File: config.mk
export PLATFORM = sky130hd
export DESIGN_NAME = bfdh_front
export DESIGN_NICKNAME = d
export VERILOG_FILES = /design/src/design/bfdh_pkg.sv /design/src/design/bfdh_front.sv
export SDC_FILE = /design/constraint.sdc
export NUM_CORES = 1
export LEC_CHECK = 0
export BUFFER_PORTS_ARGS = -buffer_cell sky130_fd_sc_hd__buf_2
export CORE_MARGIN = 3
export CORE_UTILIZATION = 39
export CTS_CLUSTER_SIZE = 30
export DETAILED_ROUTE_END_ITERATION = 7
export HOLD_SLACK_MARGIN = 0.15
export PLACE_DENSITY_LB_ADDON = 0.05
export SYNTH_ARGS = -nofsm -noshare
export SYNTH_HDL_FRONTEND = slang
export SYNTH_SLANG_ARGS = --single-unit
File: constraint.sdc
create_clock -name clk -period 5.1 [get_ports clk]
set_clock_uncertainty 0.05 [all_clocks]
set_input_delay 0.765 -clock clk [delete_from_list [all_inputs] [get_ports clk]]
set_output_delay 0.765 -clock clk [all_outputs]
set_load 0.01 [all_outputs]
File: src/design/bfdh_pkg.sv
// ============================================================================
// Bloom filter double-hash package
// Shared types, codes and helper functions for the Bloom filter engine.
// ============================================================================
`default_nettype none

package bfdh_pkg;

    localparam int KEY_W       = 64;
    localparam int HALF_W      = 32;
    localparam int FBYTES_W    = 13;
    localparam int PROBE_W     = 6;
    localparam int BITS_W      = FBYTES_W + 3;
    localparam int CFG_IDX_W   = 8;
    localparam int CFG_DATA_W  = 13;
    localparam int DIV_RADIX   = 2;
    localparam int DIV_STEPS   = HALF_W / DIV_RADIX;
    localparam int DIV_CNT_W   = $clog2(DIV_STEPS);
    localparam int QUEUE_DEPTH = 2;
    localparam int QPTR_W      = $clog2(QUEUE_DEPTH);

    localparam logic OP_INSERT = 1'b0;
    localparam logic OP_QUERY  = 1'b1;

    localparam logic [CFG_IDX_W-1:0] REG_FILTER_BYTES = 8'd0;
    localparam logic [CFG_IDX_W-1:0] REG_PROBE_COUNT  = 8'd1;

    localparam logic [FBYTES_W-1:0] FILTER_BYTES_RST = 13'd4096;
    localparam logic [PROBE_W-1:0]  PROBE_COUNT_RST  = 6'd7;

    typedef struct packed {
        logic [BITS_W-1:0]  bits;
        logic [PROBE_W-1:0] probes;
    } cfg_t;

    typedef struct packed {
        logic              opcode;
        logic              trivial;
        logic [KEY_W-1:0]  key;
    } cmd_t;

    typedef enum logic [2:0] {
        S_CLEAR,
        S_IDLE,
        S_DIV,
        S_PROBE,
        S_RESULT
    } back_state_t;

    // One restoring step of a remainder: shift in one dividend bit and
    // subtract the divisor once if the partial remainder reaches it.
    function automatic logic [BITS_W-1:0] mod_step(
        input logic [BITS_W-1:0] rem,
        input logic              din,
        input logic [BITS_W-1:0] div
    );
        logic [BITS_W:0] t;
        t = {rem, din};
        if (t >= {1'b0, div})
        begin
            t = t - {1'b0, div};
        end
        return t[BITS_W-1:0];
    endfunction

endpackage

`default_nettype wire

File: src/design/bfdh_front.sv
// ============================================================================
// Bloom filter front stage
// Accepts key transactions, flags those that need no store access and hands
// them to the command queue.
// ============================================================================
`default_nettype none

module bfdh_front
    import bfdh_pkg::*;
(
    input  wire logic               clk,
    input  wire logic               rst_n,
    input  wire cfg_t               cfg,
    input  wire logic               clearing,
    input  wire logic               s_axis_tvalid,
    output logic                    s_axis_tready,
    input  wire logic [KEY_W-1:0]   s_axis_tdata,   // key_hash
    input  wire logic               s_axis_tuser,   // opcode
    output logic                    push,
    output cmd_t                    push_cmd,
    input  wire logic               push_ready
);

    logic valid_reg;
    logic valid_next;
    cmd_t cmd_reg;
    logic accept;

    assign s_axis_tready = !clearing && (!valid_reg || push_ready);
    assign accept        = s_axis_tvalid && s_axis_tready;
    assign push          = valid_reg;
    assign push_cmd      = cmd_reg;

    always_comb
    begin
        valid_next = valid_reg;
        if (accept)
        begin
            valid_next = 1'b1;
        end
        else if (push_ready)
        begin
            valid_next = 1'b0;
        end
    end

    always_ff @(posedge clk or negedge rst_n)
    begin
        if (!rst_n)
        begin
            valid_reg <= 1'b0;
        end
        else
        begin
            valid_reg <= valid_next;
        end
    end

    always_ff @(posedge clk)
    begin
        if (accept)
        begin
            cmd_reg.opcode  <= s_axis_tuser;
            cmd_reg.trivial <= (cfg.bits == '0) || (cfg.probes == '0);
            cmd_reg.key     <= s_axis_tdata;
        end
    end

endmodule

`default_nettype wire

== Word level (Yosys, flattened, before mapping) ==
Index checks and enable logic that the tools add are counted.

* Register bits: 67
* Bits of input ports: 92
* Output and inout port bits: 68
* Logic and storage cells: 15

* Mux-type cells: 2
* Reductions and logical operators: 9

{| class="wikitable"
|+ Operators by type and width
! cell !! number
|-
| logical NOT 16 bit || 1
|-
| logical NOT 6 bit || 1
|-
| logical AND 1 bit || 2
|-
| logical NOT 1 bit || 2
|-
| logical OR 1 bit || 2
|-
| two-way mux 1 bit || 2
|-
| nonzero test 2 bit || 1
|}

== Logic depth before layout (Yosys ltp) ==
* Word-level depth: 5
* Gate-level depth with buffers: 3
* Mapped depth without buffers: 3

== Least setup slack after synthesis ==
OpenSTA, ideal clock, no wires.

* Path type: input to register
* From: in clearing
* To: reg cmd_reg, in the netlist push_cmd[0] (enable)
* Setup time: 0.490 ns
* Data arrival time: 3.673 ns
* Required time: 4.560 ns
* Slack: 0.887 ns
* Stages: 2
* Buffers on the path: 0
* Cell sequence: nand2b_1 > nor2_1

* Longest elaborated chain between the ends: 3

{| class="wikitable"
|+ Ends and longest elaborated chain
! item !! line !! source
|-
| start, declared || bfdh_front.sv:14 || <nowiki>input wire logic clearing,</nowiki>
|-
| logical NOT 1 bit || bfdh_front.sv:29 || <nowiki>assign s_axis_tready = !clearing && (!valid_reg || push_ready);</nowiki>
|-
| logical AND 1 bit || bfdh_front.sv:29 ||
|-
| logical AND 1 bit || bfdh_front.sv:30 || <nowiki>assign accept = s_axis_tvalid && s_axis_tready;</nowiki>
|-
| via accept || bfdh_front.sv:27 || <nowiki>logic accept;</nowiki>
|-
| end, declared || bfdh_front.sv:26 || <nowiki>cmd_t cmd_reg;</nowiki>
|}

The timed path passes the listed nets, and every way through them passes these cells.
A chain may end at the register's enable or synchronous reset.

== Worst setup path in the final report ==
* From: in clearing
* To: reg cmd_reg, in the netlist push_cmd[10] (enable)

The elaborated chain is that of the path after synthesis.

==> out/qor.csv <==
stage,metric,value,unit
yosys,synthesis.area_per_instance,26.4,µm²
detailed_routing,postRouteWirelength,4340,µm
hold_path,hold_class,in2reg,
yosys,synthesis.instances,79,
clock_tree,max-clock-path-buffers,2,
die,core.rowCount,26,
cells_and_area,drive_gt1_share,68.6,%
clock_tree,cts_root_buf,clkbuf_8,
yosys,syn_area,2090,µm²
clock_tree,numCtsBuffers,9,
worst_setup_path,category_of_the_worst_setup_path_capture_point,register,
sta,rsz0062_at_grt,false,
clock_tree,postcts_resize_cnt,0,
sta,period_share,45.3,%
sta,fmaxAchievable,0.433,GHz
pwr,power.density_cell_area,338,nW/µm²
die,floorplan.core_area,5140,µm²
run_status,outcome,completed,
pwr,sequentialPowerShare,60.0,%
cells_and_area,antennaDiodeCount,0,
cells_and_area,stdcell_area,3150,µm²
pwr,share_clk_of_total_power,32.3,%
cells_and_area,layout.cells.non_filler,325,
placement,placedInstanceArea,2990,µm²
clock_tree,cts_setup_buffers,0,
placement,gp_congestion,0.680,
clock_tree,clk_latency,0.32,ns
die,die_width,79.2,µm
sta,hold_viol,0,
cells_and_area,layout.filler_cells,411,
global_routing,grt_max_degree,37,
worst_setup_path,worst_setup_path_start_kind,input port,
global_routing,vias_in_the_first_global_route,1262,
detailed_routing,route.detailed.wl_per_inst,13.4,µm
pwr,internal-power,0.000844,W
worst_setup_path,crit_buf_inv,2,
pwr,switching_share,20.6,%
clock_tree,tritoncts,built,
job,max_cap_violations,0,
global_routing,global_route.usage.total,14.0,%
global_routing,grt_remaining_overflow,0,
global_routing,antenna_found_initial,0,
cells_and_area,area_delta_synth_final,50.7,%
worst_setup_path,critical_path_required,5.02,ns
die,initial_utilization,40.6,%
pwr,power.static_leakage,1.37,nW
detailed_routing,avgViaCountPerCell,4.15,
detailed_routing,ant_nets,0,
sta,number_of_failing_setup_endpoints_in_the_final_timing_report,0,
cells_and_area,layout.cells.most_common_list,"159 x buf_2, 66 x edfxtp_1, 9 x clkbuf_8",
placement,io_buffers,159,
sta,tightest_slew,0.825,ns
cells_and_area,layout.cells.most_common,buf_2,
detailed_routing,firstDrtPassIters,3,
yosys,postSynthNetCount,171,
clock_tree,path_clk_slew,0.07,ns
sta,final.setup.tns,0,ns
clock_tree,cts-htree-levels,3,
sta,max-slew-margin-rel,44.9,%
worst_setup_path,slowest_stage,nor2_4,
worst_setup_path,critical_path.max_fanout,36,
cells_and_area,fin_nets,343,
die,die_area,6270,µm²
worst_setup_path,worst-endpoint-arrival,2.23,ns
die,design.portCount,160,
yosys,synthesis.yosys.warnings,0,
yosys,postSynthRegisterBits,67,
placement,dp_hpwl,3330,µm
worst_setup_path,crit_family,simple AND/OR/NAND/NOR gates,
detailed_routing,drt_drc_violations_left,0,
global_routing,grt_first_pass_wirelength,6200,µm
sta,number_of_max_slew_violations_in_the_final_report,0,
pwr,net-switching-power,0.000219,W
worst_setup_path,critPathMaxStageDelay,0.64,ns
clock_tree,clock_sink_count,67,
yosys,ys_types,9,
yosys,synth.yosys.seq_area_share,96.1,%
die,die_y,79.2,µm
pwr,power_frac_comb,7.7,%
detailed_routing,vias,1348,
detailed_routing,detail_route.iter0.violations,44,
worst_setup_path,criticalPathCategory,in2reg,
sta,period_minus_slack,2.31,ns
worst_setup_path,cells_along_the_critical_path,buf_2 > nand2b_1 > nor2_4 > buf_4,
placement,placed_cell_count,309,
pwr,vdd_ir_drop_max,0.200,mV
-- synth_stat cells --
library cell / n / area share, %
dfrtp_1: 1 / 1.2
edfxtp_1: 66 / 95
nand2b_1: 2 / 0.60
nand4_1: 1 / 0.30
nor2_1: 2 / 0.36
nor2b_1: 1 / 0.30
nor4_1: 4 / 1.2
o31ai_2: 1 / 0.60
or4_4: 1 / 0.54
-- logic make-up (layout without fill, tap and decap cells) --
logic type | Yosys count | in the layout | synth area share [%]
buf+inv | 0 | 176 | 0
simple gates | 11 | 11 | 3.30
flops | 67 | 67 | 96.1
compound gates | 1 | 1 | 0.599
-- state kept, by name (all words and copies together) (netlist names) --
| register | cells |
|---|---|
| push_cmd | 66 |
| push | 1 |
-- final timing paths --
path / from / endpoint / slack [ns] / depth (start not counted)
worst min register to register: push$_DFFE_PN0P_ / push$_DFFE_PN0P_ / 0.67 / 2
worst max register to register: push$_DFFE_PN0P_ / push_cmd[10]$_DFFE_PP_ / 2.95 / 3
worst max-delay path: clearing / push_cmd[10]$_DFFE_PP_ / 2.79 / 4
max in group asynchronous: rst_n / push$_DFFE_PN0P_ / 4.24 / 2
worst min-delay path: s_axis_tdata[37] / push_cmd[37]$_DFFE_PP_ / 0.56 / 1
min in group asynchronous: rst_n / push$_DFFE_PN0P_ / 0.68 / 2
-- metal layers --
| layer | track usage [%] | wire length [µm] |
|---|---|---|
| met5 | 0 | 0 |
| met4 | 9.45 | 82 |
| met3 | 7.82 | 687 |
| met2 | 20.8 | 2090 |
| met1 | 15.1 | 1480 |
-- area by class of cell --
| cell class | instances | area (µm²) | share of cell area, % |
|---|---|---|---|
| clock buffers | 11 | 131 | 4.17 |
| repair buffers | 161 | 813 | 25.8 |
| multi-input cells | 12 | 88.8 | 2.82 |
| clock inverters | 4 | 18.8 | 0.596 |
| well taps | 70 | 87.6 | 2.78 |
| flip-flops and latches | 67 | 2010 | 63.8 |
-- power groups by stage --
stage / registers (W) / logic [W] / clock network (W)
6_report: 0.000638 / 0.0000820 / 0.000344
5_1_grt: 0.000640 / 0.0000912 / 0.000380
4_1_cts: 0.000638 / 0.0000839 / 0.000357
3_5_place_dp: 0.000650 / 0.0000833 / 0
3_3_place_gp: 0.000650 / 0.0000831 / 0
2_1_floorplan: 0.000666 / 0.0000110 / 0
-- repair_timing --
action / CTS / global route
hold buffers: 1 / 0
endpoints found under the hold margin: 1 / 0
setup endpoints to repair: 0 / 0
-- through the flow --
step	total power (W)	hold WS (ns)	utilization [%]	setup WS (ns)
6_report	0.00106	0.561	61.2	2.79
3_3_place_gp	0.000733	0.494	58.1	2.42
5_1_grt	0.00111	0.538	61.2	2.60
4_1_cts	0.00108	0.542	61.2	2.76
2_1_floorplan	0.000677	0.419	-	0.887
3_5_place_dp	0.000733	0.494	58.1	2.41
-- worst register-to-register path: stages (launching register included) --
cell and delay, ns:
dfrtp_1 0.37, nor2b_1 0.17, nor2_4 0.66, buf_4 0.53
Note: power is estimated with default switching activity, not from simulation.
