===== src/design/bfdh_pkg.sv =====
// ============================================================================
// Bloom filter double-hash package
// Shared types, codes and helper functions for the Bloom filter engine.
// ============================================================================
`default_nettype none

package bfdh_pkg;

    localparam int KEY_W       = 64;
    localparam int HALF_W      = 32;
    localparam int FBYTES_W    = 13;
    localparam int PROBE_W     = 6;
    localparam int BITS_W      = FBYTES_W + 3;
    localparam int CFG_IDX_W   = 8;
    localparam int CFG_DATA_W  = 13;
    localparam int DIV_RADIX   = 2;
    localparam int DIV_STEPS   = HALF_W / DIV_RADIX;
    localparam int DIV_CNT_W   = $clog2(DIV_STEPS);
    localparam int QUEUE_DEPTH = 2;
    localparam int QPTR_W      = $clog2(QUEUE_DEPTH);

    localparam logic OP_INSERT = 1'b0;
    localparam logic OP_QUERY  = 1'b1;

    localparam logic [CFG_IDX_W-1:0] REG_FILTER_BYTES = 8'd0;
    localparam logic [CFG_IDX_W-1:0] REG_PROBE_COUNT  = 8'd1;

    localparam logic [FBYTES_W-1:0] FILTER_BYTES_RST = 13'd4096;
    localparam logic [PROBE_W-1:0]  PROBE_COUNT_RST  = 6'd7;

    typedef struct packed {
        logic [BITS_W-1:0]  bits;
        logic [PROBE_W-1:0] probes;
    } cfg_t;

    typedef struct packed {
        logic              opcode;
        logic              trivial;
        logic [KEY_W-1:0]  key;
    } cmd_t;

    typedef enum logic [2:0] {
        S_CLEAR,
        S_IDLE,
        S_DIV,
        S_PROBE,
        S_RESULT
    } back_state_t;

    // One restoring step of a remainder: shift in one dividend bit and
    // subtract the divisor once if the partial remainder reaches it.
    function automatic logic [BITS_W-1:0] mod_step(
        input logic [BITS_W-1:0] rem,
        input logic              din,
        input logic [BITS_W-1:0] div
    );
        logic [BITS_W:0] t;
        t = {rem, din};
        if (t >= {1'b0, div})
        begin
            t = t - {1'b0, div};
        end
        return t[BITS_W-1:0];
    endfunction

endpackage

`default_nettype wire


===== src/design/bfdh_queue.sv =====
// ============================================================================
// Bloom filter command queue
// A short first-in first-out buffer between the front and back stages.
// ============================================================================
`default_nettype none

module bfdh_queue
    import bfdh_pkg::*;
(
    input  wire logic clk,
    input  wire logic rst_n,
    input  wire logic push,
    input  wire cmd_t push_cmd,
    output logic      push_ready,
    input  wire logic pop,
    output logic      pop_valid,
    output cmd_t      pop_cmd
);

    cmd_t              entry_reg [QUEUE_DEPTH];
    logic [QPTR_W-1:0] wptr_reg;
    logic [QPTR_W-1:0] rptr_reg;
    logic [QPTR_W:0]   count_reg;
    logic              do_push;
    logic              do_pop;

    assign push_ready = (count_reg != (QPTR_W + 1)'(QUEUE_DEPTH));
    assign pop_valid  = (count_reg != '0);
    assign pop_cmd    = entry_reg[rptr_reg];
    assign do_push    = push && push_ready;
    assign do_pop     = pop && pop_valid;

    always_ff @(posedge clk or negedge rst_n)
    begin
        if (!rst_n)
        begin
            wptr_reg  <= '0;
            rptr_reg  <= '0;
            count_reg <= '0;
        end
        else
        begin
            if (do_push)
            begin
                wptr_reg <= wptr_reg + 1'b1;
            end
            if (do_pop)
            begin
                rptr_reg <= rptr_reg + 1'b1;
            end
            if (do_push && !do_pop)
            begin
                count_reg <= count_reg + 1'b1;
            end
            else if (do_pop && !do_push)
            begin
                count_reg <= count_reg - 1'b1;
            end
        end
    end

    always_ff @(posedge clk)
    begin
        if (do_push)
        begin
            entry_reg[wptr_reg] <= push_cmd;
        end
    end

    a_count_bound: assert property (@(posedge clk) disable iff (!rst_n)
        count_reg <= (QPTR_W + 1)'(QUEUE_DEPTH))
        else $error("command queue holds more entries than its depth");

endmodule

`default_nettype wire


===== config.mk =====
export PLATFORM = sky130hd
export DESIGN_NAME = bfdh_queue
export DESIGN_NICKNAME = d
export VERILOG_FILES = /design/src/design/bfdh_pkg.sv /design/src/design/bfdh_queue.sv
export SDC_FILE = /design/constraint.sdc
export NUM_CORES = 1
export LEC_CHECK = 0
export BUFFER_PORTS_ARGS = -buffer_cell sky130_fd_sc_hd__buf_4
export CAP_MARGIN = 20
export CORE_MARGIN = 3
export CORE_UTILIZATION = 52
export DETAILED_ROUTE_END_ITERATION = 16
export PLACE_DENSITY_LB_ADDON = 0.08
export SLEW_MARGIN = 10
export SYNTH_ARGS = -nofsm -noshare
export SYNTH_HDL_FRONTEND = slang
export SYNTH_SLANG_ARGS = --single-unit

===== constraint.sdc =====
create_clock -name clk -period 5.1 [get_ports clk]
set_input_delay 1.02 -clock clk [delete_from_list [all_inputs] [get_ports clk]]
set_output_delay 1.02 -clock clk [all_outputs]
set_load 0.01 [all_outputs]

* After elaboration in Yosys (flattened, before gate mapping)
Memories as Yosys holds them, arrays and structs flattened.
Cells that the tools add are included.
** Storage, ports and cells
- Bits in registers :: 4
- RAM bits :: 132
- Input bits :: 70
- Output and inout bits :: 68
- Word-level logic and storage cells :: 21
- Memories kept :: 1
** Cells by class
- Add/subtract/negate cells :: 4
- Eq/ne operators :: 1
- Mux-type cells :: 4
- Reduce and logical (&&, ||, !) cells :: 8
** Memory list
- entry_reg :: depth 2, width 66, read ports 1, clocked after Yosys merged registers in 0, write ports 1, RTL line bfdh_queue.sv:20 : cmd_t entry_reg [QUEUE_DEPTH];
** Operators with widths (number)
- logical AND 1 bit :: 4
- two-way mux 2 bit :: 2
- nonzero test 2 bit :: 2
- adder 1 bit (second input constant) :: 2
- adder 2 x 1 -> 2 bit (second input constant) :: 1
- logical NOT 1 bit :: 2
- two-way mux 1 bit :: 2
- inequality test 2 bit (second input constant) :: 1
- subtractor 2 x 1 -> 2 bit (second input constant) :: 1

* Depth between registers and ports, before layout
Gate-level depths: netlist (run 1).
- Word-level depth :: 6
- Depth in mapped cells :: 7
- Gate-level depth less buffers :: 7

* Least setup slack after synthesis (run 1)
Ideal clock, no wire load.
- Path kind :: in2reg
- From :: input port push
- To :: memory entry_reg[0][0] (netlist name) (enable)
- Library setup time :: 490 ps
- Arrival :: 3870 ps
- Required time :: 4610 ps
- Slack :: 740 ps
- Cell stages on the path :: 2
- Buffers on the path :: 0
- Cell sequence :: nand2_1 > nor2_1
** Between the ends
- Longest elaborated chain between the ends :: 3
** RTL lines
- from (decl) :: RTL line bfdh_queue.sv:12 : input wire logic push,
- logical AND 1 bit :: RTL line bfdh_queue.sv:30 : assign do_push = push && push_ready;
- two-way mux 1 bit :: RTL line bfdh_queue.sv:64 : if (do_push)
- two-way mux 1 bit (not written as such) :: RTL line bfdh_queue.sv:66 : entry_reg[wptr_reg] <= push_cmd;
- to (decl) :: RTL line bfdh_queue.sv:20
No other way between the ends.

==> results of run 1 <==
==> worst register-to-register path, stage by stage (launching register included) <==
cell      delay, ns
dfrtp_1        0.40
nand2b_1       0.17
nand2_1        0.14
nor2_4         0.73
buf_4          0.57
==> final cells by class <==
type / count / area (µm²)
inverter: 1 / 3.754
timing repair buffer: 139 / 1044
sequential: 136 / 4068
fill: 612 / 2519
clock buffer: 18 / 417.9
clock inverter: 13 / 203.9
tap: 129 / 161.4
multi-input combinational: 79 / 954.7
==> kinds of logic after synthesis <==
family                     after synthesis  share of synthesized area
buffers and inverters                    8                    0.01184
DFF                                    136                     0.8016
and+or+nand+nor                          7                   0.006667
muxes                                   66                     0.1688
adders and majority gates                1                   0.002468
xor gates and xnor gates                 5                   0.008639
==> metal layers <==
layer,vias to the layer above,track usage,part of all wire
li1,1179,-,-
met1,1279,0.1828,0.39
met2,84,0.2809,0.52
met3,15,0.07288,0.070
met4,0,0.07404,0.020
met5,-,0,0
==> layout by cell type, fill, tap and decap left out <==
cell        count
xor2_1          2
clkinvlp_4      3
and3_2          1
nor2_4          1
mux2_2         36
nand2_1         2
mux2_4         30
ha_1            1
clkbuf_1        1
or2_2           1
bufinv_16       5
dfrtp_1         3
dfrtp_4         1
xnor2_1         3
nand2b_1        1
inv_1           1
clkinv_1        1
clkinv_2        2
edfxtp_1      132
buf_4         139
nor2_1          1
clkbuf_16      16
clkinv_4        2
clkbuf_8        1
==> report_power, final <==
part	leakage, nW	internal [mW]	switching (mW)
clock network	0.294	0.837	0.429
registers	1.27	1.53	0.184
logic	1.11	0.675	0.472
==> worst max path at each step <==
stage / start / end / slack [ns] / cells after the start
after floorplan: push / entry_reg[0][0] / 0.74 / 2
after global placement: push / entry_reg[0][58] / 2.16 / 4
after detailed placement: push / entry_reg[0][61] / 2.15 / 4
after CTS: rptr_reg / pop_cmd[39] / 1.80 / 2
after global routing: rptr_reg / pop_cmd[2] / 1.73 / 2
final: rptr_reg / pop_cmd[46] / 1.84 / 2
==> qor.yml, run 1 <==
outcome: "finished, final reports clean"
finalCritPeriodShare: 0.6396
syn_area_um2: 5070
layout-drive-gt1-share: 0.6166
grt_first_pass_wirelength_mm: 13.80
antenna_found_initial: 0
slew_headroom: 0.2940
maxCapViolCount: 0
cts_tree: "yes"
insertedDiodeCount: 0
die_h_um: 104.7
synth_most_common_cell: "edfxtp_1"
synth_edf_count: 132
holdBufCountCts: 0
synth-main-ff-cell: "edfxtp_1"
synth.net_count: 294
total_leakage_power_nw: 2.672
fin_util: 0.7312
grt_usage: 0.1668
portBuffers: 137
dp_cells: 484
core.rowCount: 35
ys_seq_area_frac: 0.8016
whs_ns: 0.3014
drv_slew: 0
cpMaxStageDelayCell: "dfrtp_4"
yosysTopAreaCell: "edfxtp_1"
htree_levels: 4
gp_congestion: 0.6834
placed_area_um2: 6231
cts_buffers: 17
path_cells: "mux2_2 > buf_4"
die_w_um: 104.7
clock_path_buffers: 2
cts_resized: 0
path_class: "flip-flop to output port"
core-area_um2: 9371
area_delta_synth_final_pct: 35.17
nNetsFinal: 445
hold_viol: 0
crit_path_start_kind: "flip-flop"
syn-instance-count: 223
grt_setup_unrepaired: "false"
synth_area_leaders: "edfxtp_1 (78%), mux2_4 (8.9%), mux2_2 (8.0%)"
wl_mm: 8.793
dp_hpwl_mm: 5.643
clock_tree.root_cell: "clkbuf_8"
synth_common_cells: "edfxtp_1 (132), mux2_2 (36), mux2_4 (30), dfrtp_1 (4)"
design_area_um2: 6853
worst-path-buf-inv: 1
post_drt_wl_per_cell_um: 17.07
fmax_mhz: 306.6
vias_per_cell: 4.965
cts_sinks: 136
finalPower_mw: 4.129
antenna_left: 0
hold_class: "input port to asynchronous set/reset pin"
die-area_um2: 10970
slowest_delay_ns: 1.10
r2r_slack_ns: 2.70
synth_area_per_cell_um2: 22.73
crit_fanout: 67
synth.top_cell.area_share: 0.7818
async_flop_share: 0.02941
tightestPinTransition_ns: 1.059
io_pins: 138
tns_ns: 0
post-route-drc-count: 0
synthDistinctLibCells: 16
clk_pin_slew_ns: 0.06
fin_cells: 515
setup_viol: 0
fin_worst_skew_ns: 0.006608
vdd_ir_drop_max_mv: 0.5095
cpLargestDelayFamily: "flip-flops"
setup_slack_ns: 1.838
grt-ovfl-total: 0
reg2reg_from: "count_reg[0]"
cp.arrival_ns: 2.24
yosysWarnings: 0
grt_start_max_net_pins: 68
worstSetupEndpointType: "output port"
drt_iter0_markers: 108
cts_setup_buffers: 0
num_vias: 2557
initial_utilization: 0.5410
synth_seq_cells: 136
min_period_ns: 3.262
worstReg2RegEnd: "entry_reg[0][5]"
first_pass_iters: 4
cp.required_ns: 4.08
p_per_area_nw_per_um2: 602.5
largest_reg_flops: 132
dp_worst_setup_slack_ns: 2.151
rr_worst_depth: 4
worstSkewPairLatency_ns: 0.50
first_global_vias: 2729
No activity file was read; power rests on OpenSTA's default activity.
==> inputs of run 2 (changes only) <==
--- a/config.mk
+++ b/config.mk
@@ -8,7 +8,7 @@
 export BUFFER_PORTS_ARGS = -buffer_cell sky130_fd_sc_hd__buf_4
 export CAP_MARGIN = 20
 export CORE_MARGIN = 3
-export CORE_UTILIZATION = 52
+export CORE_UTILIZATION = 47
 export DETAILED_ROUTE_END_ITERATION = 16
 export PLACE_DENSITY_LB_ADDON = 0.08
 export SLEW_MARGIN = 10
==> constraint.sdc (replaced) <==
create_clock -name clk -period 2.65 [get_ports clk]
set_input_delay 0.53 -clock clk [delete_from_list [all_inputs] [get_ports clk]]
set_output_delay 0.53 -clock clk [all_outputs]
set_load 0.01 [all_outputs]
==> qor.yml, run 2 (synthesis gave the netlist of run 1 again) <==
path_class: "flip-flop to output port"
dp_hpwl_mm: 5.983  # +6.0%
worstSkewPairLatency_ns: 0.50  # about the same
fmax_mhz: 415.8
r2r_slack_ns: 0.85  # -1.85 ns
grt_usage: 0.1503  # -0.01657
die-area_um2: 12070  # +10%
setup_viol: 0  # unchanged
clk_pin_slew_ns: 0.06  # about the same
first_pass_iters: 4  # unchanged
path_cells: "buf_4 > mux2_2 > buf_4"
slew_headroom: 0.6129  # +0.3190
io_pins: 138  # unchanged
design_area_um2: 6897  # +0.64%
drv_slew: 0  # unchanged
initial_utilization: 0.4867  # -0.05426
cp.required_ns: 2.12  # -1.96 ns
reg2reg_from: "count_reg[0]"
num_vias: 2569  # +0.47%
vias_per_cell: 4.847  # -2.4%
grt_start_max_net_pins: 67  # -1.5%
post-route-drc-count: 0  # unchanged
cts_sinks: 136  # unchanged
die_h_um: 109.9  # +4.9%
slowest_delay_ns: 0.59  # -0.51 ns
vdd_ir_drop_max_mv: 0.5479  # +7.5%
grt-ovfl-total: 0  # unchanged
insertedDiodeCount: 0  # unchanged
htree_levels: 4  # unchanged
grt_setup_unrepaired: "false"
drt_iter0_markers: 124  # +15%
hold_class: "input port to flip-flop"
fin_worst_skew_ns: 0.005758  # -0.0008506 ns
antenna_found_initial: 0  # unchanged
largest_reg_flops: 132  # unchanged
tightestPinTransition_ns: 0.5792  # -0.4798 ns
cts_tree: "yes"
worstReg2RegEnd: "entry_reg[0][1]"
layout-drive-gt1-share: 0.6218  # +0.005247
core-area_um2: 10420  # +11%
dp_cells: 496  # +2.5%
total_leakage_power_nw: 2.673  # about the same
wl_mm: 8.958  # +1.9%
clock_tree.root_cell: "clkbuf_8"
portBuffers: 137  # unchanged
crit_fanout: 15  # -78%
rr_worst_depth: 4  # unchanged
crit_top_cell: "buf_4"
placed_area_um2: 6315  # +1.3%
clock_path_buffers: 2  # unchanged
outcome: "finished, final reports clean"
startpoint: "rptr_reg"
cpMaxStageDelayCell: "dfrtp_4"
crit_path_start_kind: "flip-flop"
post_drt_wl_per_cell_um: 16.90  # -1.0%
grt_first_pass_wirelength_mm: 13.20  # -4.4%
fin_cells: 530  # +2.9%
cp.arrival_ns: 1.88  # -0.36 ns
die_w_um: 109.9  # +4.9%
min_period_ns: 2.405
worstSetupEndpointType: "output port"
final_cell_mix: "buf_4 (141), edfxtp_1 (132), mux2_2 (36)"
cts_resized: 0  # unchanged
endpoint: "pop_cmd[36]"
first_global_vias: 2700  # -1.1%
mostFrequentLayoutCell: "buf_4"
cts_buffers: 17  # unchanged
nNetsFinal: 452  # +1.6%
hold_viol: 0  # unchanged
finalCritPeriodShare: 0.9076
area_delta_synth_final_pct: 36.03
antenna_left: 0  # unchanged
p_per_area_nw_per_um2: 1126  # +87%
gp_congestion: 0.6950  # +1.7%
core.rowCount: 37  # +5.7%
maxCapViolCount: 0  # unchanged
tns_ns: 0  # unchanged
## run 2: routing by layer
metal,GRT usage,wire [µm],up-vias
met5,0,0,-
met1,0.1776,3571,1253
met2,0.2457,4475,103
met3,0.06048,756,12
met4,0.05966,155,0
li1,-,-,1201
## run 2: worst min path at each step
stage | start | to | cells past startpoint
2_1_floorplan | rst_n | count_reg[0] | 0
3_3_place_gp | rst_n | count_reg[1] | 1
3_5_place_dp | rst_n | count_reg[0] | 1
4_1_cts | push_cmd[45] | entry_reg[1][45] | 1
5_1_grt | push_cmd[56] | entry_reg[0][56] | 1
6_report | push_cmd[55] | entry_reg[0][55] | 1
## run 2: cell type report
cell class              count  area, µm²
multi-input cells          79      954.7
flip-flops and latches    136       4068
repair buffers            146       1156
inverters                   1      3.754
fillers                   762       3520
clock buffers              19      421.7
clock inverters            13      122.6
well taps                 136      170.2
## run 2: power by group
group | internal, mW | leakage (nW) | switching, mW
clock network | 1.25 | 0.244 | 0.860
registers | 2.95 | 1.27 | 0.179
logic | 1.40 | 1.16 | 1.12
total | 5.60 | 2.67 | 2.16
## run 2: through the flow
step | hold WS (ns) | utilization | total power [mW] | worst slack, ns
2_1_floorplan | 0.2344 | - | 4.592 | 0.01421
3_5_place_dp | 0.3338 | 0.6062 | 5.683 | 0.5679
6_report | 0.2119 | 0.6621 | 7.763 | 0.2449
3_3_place_gp | 0.3302 | 0.6062 | 5.651 | 0.5695
5_1_grt | 0.1850 | 0.6621 | 8.152 | 0.1545
4_1_cts | 0.1814 | 0.6595 | 7.804 | 0.02651
## run 2: repair_timing
item / in CTS / in global routing
hold buffers: 1 / 0
setup buffers: 0 / 1
endpoints found under the setup margin: 0 / 25
hold endpoints to repair: 4 / 0
## run 2: critical path, delay by kind of cell, from the launching register on
family | cells | cell delay (ns)
buffers and inverters | 2 | 0.42
multiplexers | 1 | 0.37
flip-flops | 1 | 0.59
==> inputs of run 3 (changes only) <==
--- a/config.mk
+++ b/config.mk
@@ -8,7 +8,7 @@
 export BUFFER_PORTS_ARGS = -buffer_cell sky130_fd_sc_hd__buf_4
 export CAP_MARGIN = 20
 export CORE_MARGIN = 3
-export CORE_UTILIZATION = 47
+export CORE_UTILIZATION = 25
 export DETAILED_ROUTE_END_ITERATION = 16
 export PLACE_DENSITY_LB_ADDON = 0.08
 export SLEW_MARGIN = 10
==> qor.yml, run 3 (synthesis gave the netlist of run 1 again) <==
layout-drive-gt1-share: 0.6183  # -0.003507
grtUsageMet3: 0.04540  # -0.01508
setup_viol: 0  # unchanged
htree_levels: 4  # unchanged
fin_util: 0.3628  # -0.2993
cts_setup_buffers: 0  # unchanged
path_class: "flip-flop to output port"
core-area_um2: 19720  # +89%
cts_tree: "yes"
cp.arrival_ns: 1.93  # +0.05 ns
nFillCells: 1866  # +140%
nNetsFinal: 452  # unchanged
min_period_ns: 2.458  # +0.05278 ns
fmax_mhz: 406.9  # -2.1%
outcome: "finished, final reports clean"
fin_cells: 658  # +24%
gp_congestion: 0.6602  # -5.0%
slowest_delay_ns: 0.74  # +0.15 ns
whs_ns: 0.2930  # +0.08109 ns
fin_worst_skew_ns: 0.01117  # +0.005414 ns
mostFrequentLayoutCell: "buf_4"
insertedDiodeCount: 0  # unchanged
worstSetupEndpointType: "output port"
maxCapViolCount: 0  # unchanged
core.rowCount: 51  # +38%
cts_resized: 0  # unchanged
final_cell_mix: "buf_4 (142), edfxtp_1 (132), mux2_2 (36)"
antenna_found_initial: 0  # unchanged
die_w_um: 148.4  # +35%
clk_pin_slew_ns: 0.06  # about the same
drv_slew: 0  # unchanged
busiest_layer: "met2"
path_depth: 3  # unchanged
grt_first_pass_wirelength_mm: 15.51  # +18%
hold_class: "input port to flip-flop"
cp.required_ns: 2.12  # about the same
grt_use_met2: 0.1489  # -0.09677
crit_fanout: 23  # +8
dp_hpwl_mm: 6.732  # +13%
area_delta_synth_final_pct: 41.09
dp_cells: 626  # +26%
gr-usage-met1: 0.1126  # -0.06498
clock_tree.root_cell: "clkbuf_16"
die-area_um2: 22020  # +82%
worst-path-buf-inv: 2  # unchanged
die_h_um: 148.4  # +35%
largest_reg_flops: 132  # unchanged
first_global_vias: 2773  # +2.7%
cts_buffers: 17  # unchanged
path_cells: "buf_12 > mux2_2 > buf_4"
grt-ovfl-total: 0  # unchanged
hold_viol: 0  # unchanged
antenna_left: 0  # unchanged
num_vias: 2540  # -1.1%
post_drt_wl_per_cell_um: 15.79  # -6.6%
vdd_ir_drop_max_mv: 0.4842  # -12%
clock_path_buffers: 2  # unchanged
holdBufCountCts: 1  # unchanged
cpLargestDelayFamily: "flip-flops"
cts_sinks: 136  # unchanged
portBuffers: 137  # unchanged
seqCellArea_um2: 4068  # unchanged
rr_worst_depth: 4  # unchanged
crit_path_start_kind: "flip-flop"
grt_usage: 0.09593  # -0.05435
grt_start_max_net_pins: 40  # -40%
slew_headroom: 0.6164  # +0.003519
tightestPinTransition_ns: 0.5753  # -0.003904 ns
vias_per_cell: 3.860  # -20%
initial_utilization: 0.2571  # -0.2296
multi_input_area_um2: 958.4  # +0.39%
first_pass_iters: 4  # unchanged
finalCritPeriodShare: 0.9275  # +0.01992
p_per_area_nw_per_um2: 1160  # +3.0%
tns_ns: 0  # unchanged
grt_setup_unrepaired: "false"
whs_path_depth: 1  # unchanged
drt_iter0_markers: 99  # -20%
post-route-drc-count: 0  # unchanged
total_leakage_power_nw: 2.739  # +2.5%
io_pins: 138  # unchanged
worstSkewPairLatency_ns: 0.42  # -0.08 ns
cpMaxStageDelayCell: "dfrtp_4"
wl_mm: 10.39  # +16%
==> run 3: changes by cell type in the layout (fill, tap and decap cells not counted), sizes merged <==
cell / change
clkinvlp: -6
bufinv: +5
clkinv: +4
inv: -3
clkbuf: -1
==> run 3: path summary, 6_finish.rpt <==
kind / start / end / slack [ns]
min in group asynchronous: rst_n / count_reg[1] / 0.47
max in group asynchronous: rst_n / rptr_reg / 2.06
max: rptr_reg / pop_cmd[63] / 0.19
min: push_cmd[8] / entry_reg[1][8] / 0.29
max reg2reg: count_reg[0] / entry_reg[0][53] / 0.94
min reg2reg: count_reg[1] / count_reg[1] / 0.49
==> run 3: layer usage <==
layer,vias up,share of wire
met1,1240,0.42
li1,1195,-
met2,97,0.48
met4,0,0.015
met5,-,0
met3,8,0.083
==> run 3: area by class of cell <==
| type | instances | share of cell area |
|---|---|---|
| clock buffer | 18 | 0.06000 |
| clock inverter | 13 | 0.03166 |
| inverter | 1 | 0.0005248 |
| multi-input combinational | 79 | 0.1340 |
| sequential | 136 | 0.5687 |
| tap | 265 | 0.04635 |
| timing repair buffer | 146 | 0.1588 |
==> run 3: stage by stage <==
| stage | total power, mW | cell area, µm² | worst slack [ns] |
|---|---|---|---|
| after floorplan | 4.592 | 5077 | 0.01421 |
| after global routing | 8.747 | 7153 | 0.08593 |
| after detailed placement | 5.819 | 6487 | 0.5696 |
| after global placement | 5.793 | 6487 | 0.5743 |
| final | 8.294 | 7153 | 0.1921 |
| after CTS | 8.492 | 7153 | 0.1093 |
==> run 3: power by group <==
group	switching, mW	internal (mW)
sequential	0.221	2.95
combinational	1.11	1.38
clock	0.876	1.76
